--- src/rtl/core/ohcs_pkg.sv ---
// Shared types and constants for the overheat cutoff with siren block.
package ohcs_pkg;

    localparam int SAMPLES_PER_AVERAGE = 16;
    localparam int SAMPLE_W = 12;
    localparam int IDX_W = (SAMPLES_PER_AVERAGE > 1) ? $clog2(SAMPLES_PER_AVERAGE) : 1;
    localparam int SUM_W = SAMPLE_W + IDX_W;
    localparam int TICK_W = 16;

    // Configuration register indexes
    localparam logic [1:0] REG_OVERHEAT = 2'd0;
    localparam logic [1:0] REG_RECOVERY = 2'd1;
    localparam logic [1:0] REG_INTERVAL = 2'd2;

    localparam logic [SAMPLE_W-1:0] OVERHEAT_RESET = SAMPLE_W'(1750);
    localparam logic [SAMPLE_W-1:0] RECOVERY_RESET = SAMPLE_W'(1800);
    localparam logic [TICK_W-1:0] INTERVAL_RESET = TICK_W'(200);

    localparam logic KIND_TICK = 1'b0;
    localparam logic KIND_SAMPLE = 1'b1;

    typedef struct packed {
        logic [SAMPLE_W-1:0] trip_level;
        logic [SAMPLE_W-1:0] clear_level;
        logic [TICK_W-1:0] flash_period;
    } cfg_t;

    typedef struct packed {
        logic alarm_flag;
        logic red_phase;
        logic [TICK_W-1:0] siren_ticks;
        logic [SUM_W-1:0] sample_sum;
        logic [IDX_W-1:0] sample_index;
        logic [SAMPLE_W-1:0] last_average;
    } state_t;

    typedef struct packed {
        logic load_on;
        logic red_led;
        logic blue_led;
        logic alarm_active;
        logic [SAMPLE_W-1:0] average;
        logic average_done;
    } result_t;

endpackage

--- src/rtl/core/overheat_cutoff_with_siren_top.sv ---
// Top level: overheat cutoff with hysteresis and alternating LED siren.
// Pipeline: input register, then result register, which offers the result.
// Throughput: one transaction per cycle unless m_axis_tready is low; set by the
//   input register feeding the combinational update into the result register.
// Reset (rst_n low, async): normal mode, red phase set, counters and average
//   cleared, thresholds 1750/1800 and siren interval 200; pipeline empty.
module overheat_cutoff_with_siren_top
(
    input  logic clk,
    input  logic rst_n,

    // Configuration write port
    input  logic cfg_we,
    input  logic [1:0] cfg_index,
    input  logic [15:0] cfg_data,

    // Input stream
    input  logic s_axis_tvalid,
    output logic s_axis_tready,
    input  logic [15:0] s_axis_tdata,   // [11:0] sample, zero padded
    input  logic s_axis_tuser,          // [0] kind: 0 tick, 1 ADC sample

    // Result stream
    output logic m_axis_tvalid,
    input  logic m_axis_tready,
    output logic [15:0] m_axis_tdata,   // [11:0] average, zero padded
    output logic [4:0] m_axis_tuser     // load_on, red_led, blue_led,
                                        // alarm_active, average_done
);

    ohcs_pkg::cfg_t cfg_reg;
    ohcs_pkg::state_t state_reg;
    ohcs_pkg::state_t state_next;
    ohcs_pkg::result_t res_next;
    ohcs_pkg::result_t res_reg;

    logic in_valid_reg;
    logic in_kind_reg;
    logic [ohcs_pkg::SAMPLE_W-1:0] in_sample_reg;
    logic out_valid_reg;
    logic advance;

    // The held input moves into the result register whenever that register
    // is empty or being drained; the input register refills in the same cycle.
    assign advance = in_valid_reg && (!out_valid_reg || m_axis_tready);
    assign s_axis_tready = !in_valid_reg || advance;

    // Configuration registers; unknown indexes are dropped.
    always_ff @(posedge clk or negedge rst_n)
    begin
        if (!rst_n)
        begin
            cfg_reg.trip_level <= ohcs_pkg::OVERHEAT_RESET;
            cfg_reg.clear_level <= ohcs_pkg::RECOVERY_RESET;
            cfg_reg.flash_period <= ohcs_pkg::INTERVAL_RESET;
        end
        else if (cfg_we)
        begin
            unique case (cfg_index)
                ohcs_pkg::REG_OVERHEAT:
                    cfg_reg.trip_level <= cfg_data[ohcs_pkg::SAMPLE_W-1:0];
                ohcs_pkg::REG_RECOVERY:
                    cfg_reg.clear_level <= cfg_data[ohcs_pkg::SAMPLE_W-1:0];
                ohcs_pkg::REG_INTERVAL:
                    cfg_reg.flash_period <= cfg_data[ohcs_pkg::TICK_W-1:0];
                default:
                    ;
            endcase
        end
    end

    // Input register stage
    always_ff @(posedge clk or negedge rst_n)
    begin
        if (!rst_n)
        begin
            in_valid_reg <= 1'b0;
        end
        else if (s_axis_tready)
        begin
            in_valid_reg <= s_axis_tvalid;
        end
    end

    always_ff @(posedge clk)
    begin
        if (s_axis_tready && s_axis_tvalid)
        begin
            in_kind_reg <= s_axis_tuser;
            in_sample_reg <= s_axis_tdata[ohcs_pkg::SAMPLE_W-1:0];
        end
    end

    ohcs_step u_step
    (
        .cfg    (cfg_reg),
        .cur    (state_reg),
        .kind   (in_kind_reg),
        .sample (in_sample_reg),
        .nxt    (state_next),
        .res    (res_next)
    );

    // Block state commits only when its transaction lands in the result reg.
    always_ff @(posedge clk or negedge rst_n)
    begin
        if (!rst_n)
        begin
            state_reg.alarm_flag <= 1'b0;
            state_reg.red_phase <= 1'b1;
            state_reg.siren_ticks <= '0;
            state_reg.sample_sum <= '0;
            state_reg.sample_index <= '0;
            state_reg.last_average <= '0;
        end
        else if (advance)
        begin
            state_reg <= state_next;
        end
    end

    // Result register stage
    always_ff @(posedge clk or negedge rst_n)
    begin
        if (!rst_n)
        begin
            out_valid_reg <= 1'b0;
        end
        else if (advance)
        begin
            out_valid_reg <= 1'b1;
        end
        else if (m_axis_tready)
        begin
            out_valid_reg <= 1'b0;
        end
    end

    always_ff @(posedge clk)
    begin
        if (advance)
        begin
            res_reg <= res_next;
        end
    end

    assign m_axis_tvalid = out_valid_reg;
    assign m_axis_tdata = {{(16 - ohcs_pkg::SAMPLE_W){1'b0}}, res_reg.average};
    assign m_axis_tuser = {res_reg.average_done, res_reg.alarm_active,
                           res_reg.blue_led, res_reg.red_led, res_reg.load_on};

endmodule

--- src/rtl/core/ohcs_step.sv ---
// Next-state and result logic for one tick or sample transaction.
module ohcs_step
(
    input  ohcs_pkg::cfg_t cfg,
    input  ohcs_pkg::state_t cur,
    input  logic kind,
    input  logic [ohcs_pkg::SAMPLE_W-1:0] sample,
    output ohcs_pkg::state_t nxt,
    output ohcs_pkg::result_t res
);

    logic [ohcs_pkg::SUM_W-1:0] sum_inc;
    logic [ohcs_pkg::SUM_W-1:0] avg_wide;
    logic [ohcs_pkg::SAMPLE_W-1:0] avg;
    logic group_end;
    logic [ohcs_pkg::TICK_W:0] ticks_inc;
    logic done;

    assign sum_inc = cur.sample_sum + ohcs_pkg::SUM_W'(sample);
    assign avg_wide = sum_inc / ohcs_pkg::SUM_W'(ohcs_pkg::SAMPLES_PER_AVERAGE);
    assign avg = avg_wide[ohcs_pkg::SAMPLE_W-1:0];
    assign group_end =
        (cur.sample_index == ohcs_pkg::IDX_W'(ohcs_pkg::SAMPLES_PER_AVERAGE - 1));
    assign ticks_inc = {1'b0, cur.siren_ticks} + (ohcs_pkg::TICK_W + 1)'(1);

    always_comb
    begin
        nxt = cur;
        done = 1'b0;
        if (kind == ohcs_pkg::KIND_SAMPLE)
        begin
            if (group_end)
            begin
                done = 1'b1;
                nxt.last_average = avg;
                nxt.sample_sum = '0;
                nxt.sample_index = '0;
                if (!cur.alarm_flag && (avg <= cfg.trip_level))
                begin
                    nxt.alarm_flag = 1'b1;
                    nxt.red_phase = 1'b1;
                    nxt.siren_ticks = '0;
                end
                // hysteresis exit, may fire on the same average as entry
                if (nxt.alarm_flag && (avg >= cfg.clear_level))
                begin
                    nxt.alarm_flag = 1'b0;
                end
            end
            else
            begin
                nxt.sample_sum = sum_inc;
                nxt.sample_index = cur.sample_index + ohcs_pkg::IDX_W'(1);
            end
        end
        else if (cur.alarm_flag)
        begin
            if (ticks_inc >= {1'b0, cfg.flash_period})
            begin
                nxt.siren_ticks = '0;
                nxt.red_phase = !cur.red_phase;
            end
            else
            begin
                nxt.siren_ticks = ticks_inc[ohcs_pkg::TICK_W-1:0];
            end
        end
    end

    always_comb
    begin
        res.load_on = !nxt.alarm_flag;
        res.red_led = nxt.alarm_flag && nxt.red_phase;
        res.blue_led = nxt.alarm_flag && !nxt.red_phase;
        res.alarm_active = nxt.alarm_flag;
        res.average = nxt.last_average;
        res.average_done = done;
    end

endmodule
--- config.mk ---
export PLATFORM = sky130hd
export DESIGN_NAME = overheat_cutoff_with_siren_top
export DESIGN_NICKNAME = d
export VERILOG_FILES = /design/src/rtl/core/ohcs_pkg.sv /design/src/rtl/core/overheat_cutoff_with_siren_top.sv /design/src/rtl/core/ohcs_step.sv
export SDC_FILE = /design/constraint.sdc
export NUM_CORES = 1
export LEC_CHECK = 0
export BUFFER_PORTS_ARGS = -buffer_cell sky130_fd_sc_hd__buf_2
export CORE_UTILIZATION = 55
export DETAILED_ROUTE_END_ITERATION = 10
export PLACE_DENSITY = 0.72
export SYNTH_ARGS = -nofsm -noshare
export SYNTH_HDL_FRONTEND = slang
export SYNTH_SLANG_ARGS = --single-unit
--- constraint.sdc ---
create_clock -name clk -period 6.9 [get_ports clk]
set_clock_uncertainty 0.15 [all_clocks]
set_input_delay 0 -clock clk [delete_from_list [all_inputs] [get_ports clk]]
set_output_delay 0 -clock clk [all_outputs]
set_load 0.03 [all_outputs]
Yosys cells after proc, flatten, opt, wreduce, memory -nomap -nowiden
Cells that the tools add are included.

word-level totals
  flip-flop bits (word level) = 122

operators by class
  reduce and logical (&&, ||, !) cells = 22
  muxes and demuxes = 16
  order comparisons = 3
  equal/unequal tests = 5
  add/subtract/negate cells = 3

operators by type and width
  cell                     count
  $mux W18                 4
  $mux W17                 2
  $mux W12                 2
  $mux W20                 1
  $add A16 B1 Y17 const B  1
  $ge A17 B16 Y1           1
  $add A16 B12 Y16         1
  $mux W16                 1
  $ge A12 B12 Y1           1
  $le A12 B12 Y1           1
  $reduce_and A2 Y1        4
  $logic_and A1 B1 Y1      6
  $logic_not A1 Y1         6
  $mux W1                  6
  $add A4 B1 Y4 const B    1
  $eq A4 B4 Y1 const B     1
  $ne A2 B1 Y1 const B     2
  $reduce_and A4 Y1        1
  $reduce_bool A2 Y1       2
  $eq A2 B1 Y1 const B     1
  $eq A2 B2 Y1 const B     1
  $logic_not A2 Y1         1
  $logic_or A1 B1 Y1       2

Logic depth before layout (Yosys ltp)
Gate-level depths: netlist of the first run.

  depth after elaboration = 12
  mapped depth = 18

Modules after synthesis
Synthesis of the first run repeated with hierarchy kept, for this count alone.

unflattened totals
  cells, all modules = 635
  area total of the unflattened synthesis = 7289.5 µm²

modules (own cells, without submodules)
  module                          times used  area an instance (µm²)  cells each
  overheat_cutoff_with_siren_top  1           4410.5                  235
  ohcs_step                       1           2879.0                  400

Worst setup path after synthesis of the first run
No wires, ideal clock.

  path type = register -> register
  from = reg state_reg[17] in the netlist's numbering
  to = reg state_reg[46] in the netlist's numbering
  required time = 6.632 ns
  stages on the path, launching flop included = 18
  arrival time = 3.797 ns
  clock period less this slack = 4.065 ns
  path slack = 2.835 ns
  cell sequence = dfrtp_1 > ha_1 > a211oi_2 > o21ai_2 > a2111oi_4 > nor4_1 > or2_1 > xnor2_1 > inv_1 > ha_1 > a21o_1 > a21o_1 > a221o_1 > nor4_2 > o31ai_2 > buf_2 > o21bai_1 > a21o_1

on the way
  word-level cells in the longest chain between the ends = 5

RTL lines
  what                                RTL line                               RTL
  from (decl)                         overheat_cutoff_with_siren_top.sv:32   ohcs_pkg::state_t state_reg;
  from (signal assigned)              overheat_cutoff_with_siren_top.sv:118  state_reg <= state_next;
  $add A16 B12 Y16                    ohcs_step.sv:19                        assign sum_inc = cur.sample_sum + ohcs_pkg::SUM_W'(sample);
  $le A12 B12 Y1                      ohcs_step.sv:38                        if (!cur.alarm_flag && (avg <= cfg.trip_level))
  $logic_and A1 B1 Y1                 ohcs_step.sv:38
  $ne A2 B1 Y1 (no source line)       -
  $reduce_and A4 Y1 (no source line)  -

Every way passes these cells.
A chain may end at the register's enable or synchronous reset.

Final worst setup path of the first run
  from = reg state_reg[16] in the netlist's numbering
  to = reg state_reg[34] in the netlist's numbering

Same word-level chain as after synthesis.

==> results of run 1 <==
## critical path: stages, from the launching register on
cell	delay [ns]
dfrtp_1	0.38
ha_1	0.25
fa_1	0.44
a211oi_1	0.32
o211ai_1	0.18
nand3_1	0.11
a41oi_1	0.24
nand3_1	0.20
xor2_1	0.24
inv_1	0.12
ha_1	0.31
nand4_1	0.16
a211oi_1	0.43
nor4_2	0.10
o31ai_2	0.95
o21bai_1	0.22
mux2_2	0.18
## cell families (layout without fill, tap and decap cells)
| logic type | Yosys count | count (layout) |
|---|---|---|
| flops | 122 | 122 |
| fa+ha+maj | 55 | 55 |
| compound gates | 139 | 139 |
| buf+inv | 81 | 205 |
| simple gates | 187 | 187 |
| other cells | 1 | 4 |
| xor+xnor | 29 | 29 |
| mux | 35 | 35 |
## cells in the mapped netlist, drive strengths merged, types with 4 or more instances
cell type,number
or2,4
a211oi,8
xor2,11
clkbuf,13
xnor2,18
nand2,92
edfxtp,30
nor2,23
a21oi,20
dfrtp,77
mux2,34
and3,9
dfstp,15
o21ai,59
o211ai,4
inv,60
buf,8
nand4,12
ha,54
o21bai,8
nand3,12
a22o,7
nor4,5
a21o,13
nor3,9
nand2b,10
## cell type report
cell class / instances / area (um^2)
flip-flops and latches: 122 / 3222
clock inverters: 11 / 91.34
inverters: 60 / 225.2
clock buffers: 21 / 493.0
repair buffers: 113 / 865.8
fillers: 848 / 3385
multi-input cells: 449 / 3153
well taps: 143 / 178.9
## worst paths after layout
| check | slack [ns] | to | startpoint |
|---|---|---|---|
| min in group clk | 0.05 | cfg_reg[28] | cfg_index[0] |
| max reg2reg | 1.84 | state_reg[34] | state_reg[16] |
| min reg2reg | 0.32 | state_reg[44] | state_reg[44] |
| max in group asynchronous | 5.91 | state_reg[34] | rst_n |
| min | 0.02 | cfg_reg[25] | rst_n |
| max | 1.84 | state_reg[34] | state_reg[16] |
## metal layers
metal  wire, um  up-vias  track usage (%)
met4        278        0            9.244
met5          0        -                0
met2       6760      130            41.41
met3        610       23            6.210
met1       6704     2449            33.10
li1           -     2488                -
## power by group
| part | switching, mW | internal, mW | leakage, nW | total, mW |
|---|---|---|---|---|
| sequential | 0.0821 | 0.881 | 1.44 | 0.963 |
| combinational | 0.568 | 0.407 | 2.16 | 0.975 |
| clock | 0.317 | 0.543 | 0.286 | 0.860 |
## per-stage QoR
stage	worst slack [ns]	cell area (um^2)
after floorplan	2.835	6693
after global placement	2.030	7074
after detailed placement	1.883	7074
after CTS	1.877	8229
after global routing	1.438	8229
final	1.838	8229
==> metrics.txt, run 1 <==
largest net degree at the start of global routing 51; Setup crit end kind register; Post-Route WL 14350 um; GP Congestion 0.8746; I/O pin count 63; vias in the first global route 5228; xor-xnor portion of the synthesized cell area 3.914%; crit path DAT 5.27 ns; Top FF cell, synth dfrtp_1; Avg WL per Cell 15.62 um; Peak VDD IR 0.0002712 V; fin crit share 73.37%; Worst-Skew Late Latency 0.42 ns; die height 112.2 um; adder-cell share of the synthesized area 10.41%; port buffer count 54; Resized cells post-CTS 0; max reg flops 50; ys async rst share 75.41%; First DRT Iteration DRCs 254; Final ANT Viol Nets 0; Starting Density 57.53%; max-capacitance violation count 0; Worst setup SP type register; vias per cell 5.539; final hold vios 0; status finished with violations; GRT Util Overall 25.40%; compound-cell area share of the yosys netlist 13.67%; clock-pin transition on the worst setup and hold timing paths 0.06 ns; Rows 39; Worst EP required 7.11 ns; total CTS buffers 17; most frequent cells in the layout nand2_1, dfrtp_1, inv_1; failing checks DRC; Tmin final 5.062 ns; die area 12590 um^2; first-pass GRT wire length 24760 um; CTS root buffer clkbuf_16; most common cell after layout, fill and taps aside nand2_1; Syn-to-layout area delta 23.16%; final core occ 70.86%; Final Max Slew Viols 0; number of nets in the layout 858; Yosys warning count 0; Post-synth EDFFs 30; H-tree Lvls 4; Die X 112.2 um; pwr dens 340.0 nW/um^2; normalized max-slew margin 23.07%; setup violators final 0; Setup Buffers After CTS 0; fmax 197.5 MHz; CTS max path bufs 2; Post-Synth Simple-Gate Area 13.01%; Gate Count Post-Synth 649; grt ovf 0; count of cell types in the netlist 57; Max FO, Critical Path 16; Worst Tran Pin Value 1.147 ns; area share of the leading cell type in the synthesized netlist 28.84%; sequential area share after synthesis 48.22%; Final Non-Filler Cells 919; setup_tns 0 ns; Initial DRT Pass Iterations 7; r2r worst-path depth 16; Sink Count 122; DP Cell Count 831; CTS Hold Bufs 56; Setup CP Type register to register; ant diodes 0; RSZ-0062 raised after global routing false; HP Class primary input to async pin; initial antenna violation count 0; Cell Area, Synth 6681 um^2; ratio of cells with drive above 1 in the final layout 19.33%; top cells by area, synth dfrtp_1, edfxtp_1, ha_1, dfstp_2, mux2_2; largest family of logic cells by synthesized area compound AO/OA/AOI/OAI gates; dpl hpwl 9815 um; Final Power 2.798 mW; Static Leakage 3.889 nW; #FFs+latches synth 122; Avg Cell Area, Syn 10.29 um^2; post-synthesis mux area share 5.880%; CTS tree built; DRC Markers 4; total number of vias 5090; Core Area 11610 um^2; worst hold slack 0.01576 ns; area leader, netlist dfrtp_1
Power figures use the tool's default switching activity.
==> run 2: changes to the inputs <==
- ABC_AREA: default -> 1
- clock period: 6.9 -> 5.2 ns (I/O delays scaled with it)
==> metrics.txt, run 2 <==
ant diodes 0 (unchanged); Reg power frac 33.3% (-1.1 points); die area 12920 um^2 (+2.6%); crit path DAT 3.94 ns (-1.33 ns); area share of the leading cell type in the synthesized netlist 28.09% (-0.75 points); Worst EP required 5.34 ns (-1.77 ns); Tmin final 3.799 ns (-1.263 ns); Setup CP Type register to register; Final Max Slew Viols 0 (unchanged); I/O pin count 63 (unchanged); Gate Count Post-Synth 817 (+26%); Syn-to-layout area delta 19.93%; most common cell after layout, fill and taps aside nand2_1; adder-cell share of the synthesized area 10.14% (-0.27 points); RSZ-0062 raised after global routing false; number of nets in the layout 1009 (+18%); synth cell count leaders nand2_1, inv_1, dfrtp_1; normalized max-slew margin 33.44% (+10 points); placed cell area 7283 um^2 (+3.0%); Top FF cell, synth dfrtp_1; Cell Area, Synth 6860 um^2 (+2.7%); largest family of logic cells by synthesized area simple AND/OR/NAND/NOR gates; Post-Synth Simple-Gate Area 21.90% (+8.9 points); Final Power 4.148 mW (+48%); DRC Markers 0 (-4); xor-xnor portion of the synthesized cell area 2.298% (-1.6 points); dpl hpwl 10830 um (+10%); Final Non-Filler Cells 1095 (+19%); first-pass GRT wire length 26480 um (+6.9%); Core Area 12060 um^2 (+3.9%); Setup crit end kind register; HP Class primary input to register; setup violators final 0 (unchanged); clock-pin transition on the worst setup and hold timing paths 0.05 ns (about the same); DP Cell Count 1027 (+24%); Avg WL per Cell 14.26 um (-8.7%); status finished, final reports clean; vias per cell 5.116 (-7.6%); compound-cell area share of the yosys netlist 9.703% (-4.0 points); final setup margin 1.401 ns (-0.4365 ns); post-synthesis mux area share 0% (-5.9 points); Static Leakage 4.290 nW (+10%); count leader, synth nand2_1; Comb pwr share 39.0% (+4.2 points); fin crit share 73.06% (-0.31 points); max-capacitance violation count 0 (unchanged); initial antenna violation count 0 (unchanged); Clock Power Share 27.7% (-3.0 points); #FFs+latches synth 122 (unchanged); max reg flops 50 (unchanged); vias in the first global route 5644 (+8.0%); top cells by area, synth dfrtp_1, edfxtp_1, nand2_1, ha_1, inv_1; NetSw 1.576 mW (+63%); Yosys warning count 0 (unchanged); Peak VDD IR 0.0003456 V (+27%); Avg Cell Area, Syn 8.397 um^2 (-18%); Final Cell Area 8228 um^2 (about the same); Final ANT Viol Nets 0 (unchanged); Sink Count 122 (unchanged); most frequent cells in the layout nand2_1, inv_1, dfrtp_1; sequential area share after synthesis 46.96% (-1.3 points); ratio of cells with drive above 1 in the final layout 13.70% (-5.6 points); port buffer count 54 (unchanged); die height 113.7 um (+1.3%); ys async rst share 75.41% (unchanged); total number of vias 5602 (+10%); CTS Hold Bufs 36 (-36%); GP Congestion 0.9382 (+7.3%); cell internal pwr 2.572 mW (+40%); Worst Tran Pin Value 0.9960 ns (-0.1512 ns); largest net degree at the start of global routing 56 (+9.8%); Max FO, Critical Path 15 (-1); Post-synth EDFFs 30 (unchanged); fmax 263.2 MHz (+33%); Place WS 1.435 ns (-0.4477 ns); Post-Route WL 15620 um (+8.8%); Starting Density 56.88% (-0.65 points); Initial DRT Pass Iterations 5 (-2); Rows 40 (+2.6%); Die X 113.7 um (+1.3%); setup_tns 0 ns (unchanged); area leader, netlist dfrtp_1; pwr dens 504.1 nW/um^2 (+48%); First DRT Iteration DRCs 355 (+40%); sw frac 38.00% (+3.4 points); Worst setup SP type register; CTS max path bufs 2 (unchanged); grt ovf 0 (unchanged); GRT Util Overall 26.93% (+1.5 points); H-tree Lvls 4 (unchanged); CTS root buffer clkbuf_16; total CTS buffers 17 (unchanged); CTS tree built; final hold vios 0 (unchanged); count of cell types in the netlist 44 (-23%); Resized cells post-CTS 0 (unchanged); final core occ 68.22% (-2.6 points); worst hold slack 0.1336 ns (+0.1178 ns); Setup Buffers After CTS 0 (unchanged); Worst-Skew Late Latency 0.42 ns (about the same)
## run 2: cell count changes after synthesis, sizes merged, moves of 7 or more
| cell | change |
|---|---|
| a211oi | -7 |
| nand3 | +39 |
| a21o | -11 |
| nand2b | -10 |
| nand2 | +140 |
| inv | +73 |
| o21bai | -8 |
| nor2 | +21 |
| o21ai | +9 |
| and3 | -9 |
| nor3 | -7 |
| mux2 | -34 |
| a21oi | +8 |
| xnor2 | -14 |
## run 2: final cells by class
class,count,area (um^2)
fillers,950,3834
inverters,135,511.7
clock inverters,9,96.34
repair buffers,94,673.1
multi-input cells,544,3037
flip-flops and latches,122,3222
well taps,168,210.2
clock buffers,23,478.0
## run 2: path summary, 6_finish.rpt
| check | start | endpoint | slack [ns] | cells after the start |
|---|---|---|---|---|
| worst max-delay path | state_reg[16] | state_reg[35] | 1.40 | 20 |
| worst max register to register | state_reg[16] | state_reg[35] | 1.40 | 20 |
| worst min register to register | state_reg[9] | state_reg[9] | 0.32 | 2 |
| worst min-delay path | s_axis_tdata[0] | in_sample_reg[0] | 0.13 | 2 |
| min in group asynchronous | rst_n | state_reg[48] | 0.53 | 3 |
| max in group asynchronous | rst_n | cfg_reg[0] | 3.66 | 4 |
## run 2: cell families after synthesis
family	count (synthesis)
adders and majority gates	55
DFF	122
and+or+nand+nor	349
buffers and inverters	154
xor gates and xnor gates	18
AOI/OAI and AO/OA	118
other	1
## run 2: worst max-delay path, stage by stage, from the launching register on
cell	delay, ns
dfrtp_1	0.39
ha_1	0.24
fa_1	0.38
nand2_1	0.10
nand2_1	0.06
o21ai_1	0.15
o21ai_2	0.13
xor2_1	0.46
ha_1	0.33
nand2_1	0.06
inv_1	0.05
nand2_1	0.06
nand2_1	0.04
nand2_1	0.05
nand3_1	0.07
nand2_1	0.14
nand3_1	0.12
nand2_1	0.12
nand2_1	0.32
nand2_1	0.15
o21ai_0	0.10
## run 2: power groups by stage
stage	clock network, mW	logic [mW]	registers [mW]
3_5_place_dp	0	1.57	1.39
5_1_grt	1.21	1.86	1.41
2_1_floorplan	0	1.09	1.44
3_3_place_gp	0	1.50	1.38
4_1_cts	1.16	1.61	1.38
6_report	1.15	1.62	1.38
## run 2: layer usage
layer	wire length, um	GRT usage (%)	share of wire [%]	vias to the layer above
met4	259	10.44	1.7	0
li1	-	-	-	2824
met2	7590	44.19	49	102
met1	7150	34.33	46	2656
met5	0	0	0	-
met3	616	6.801	3.9	20
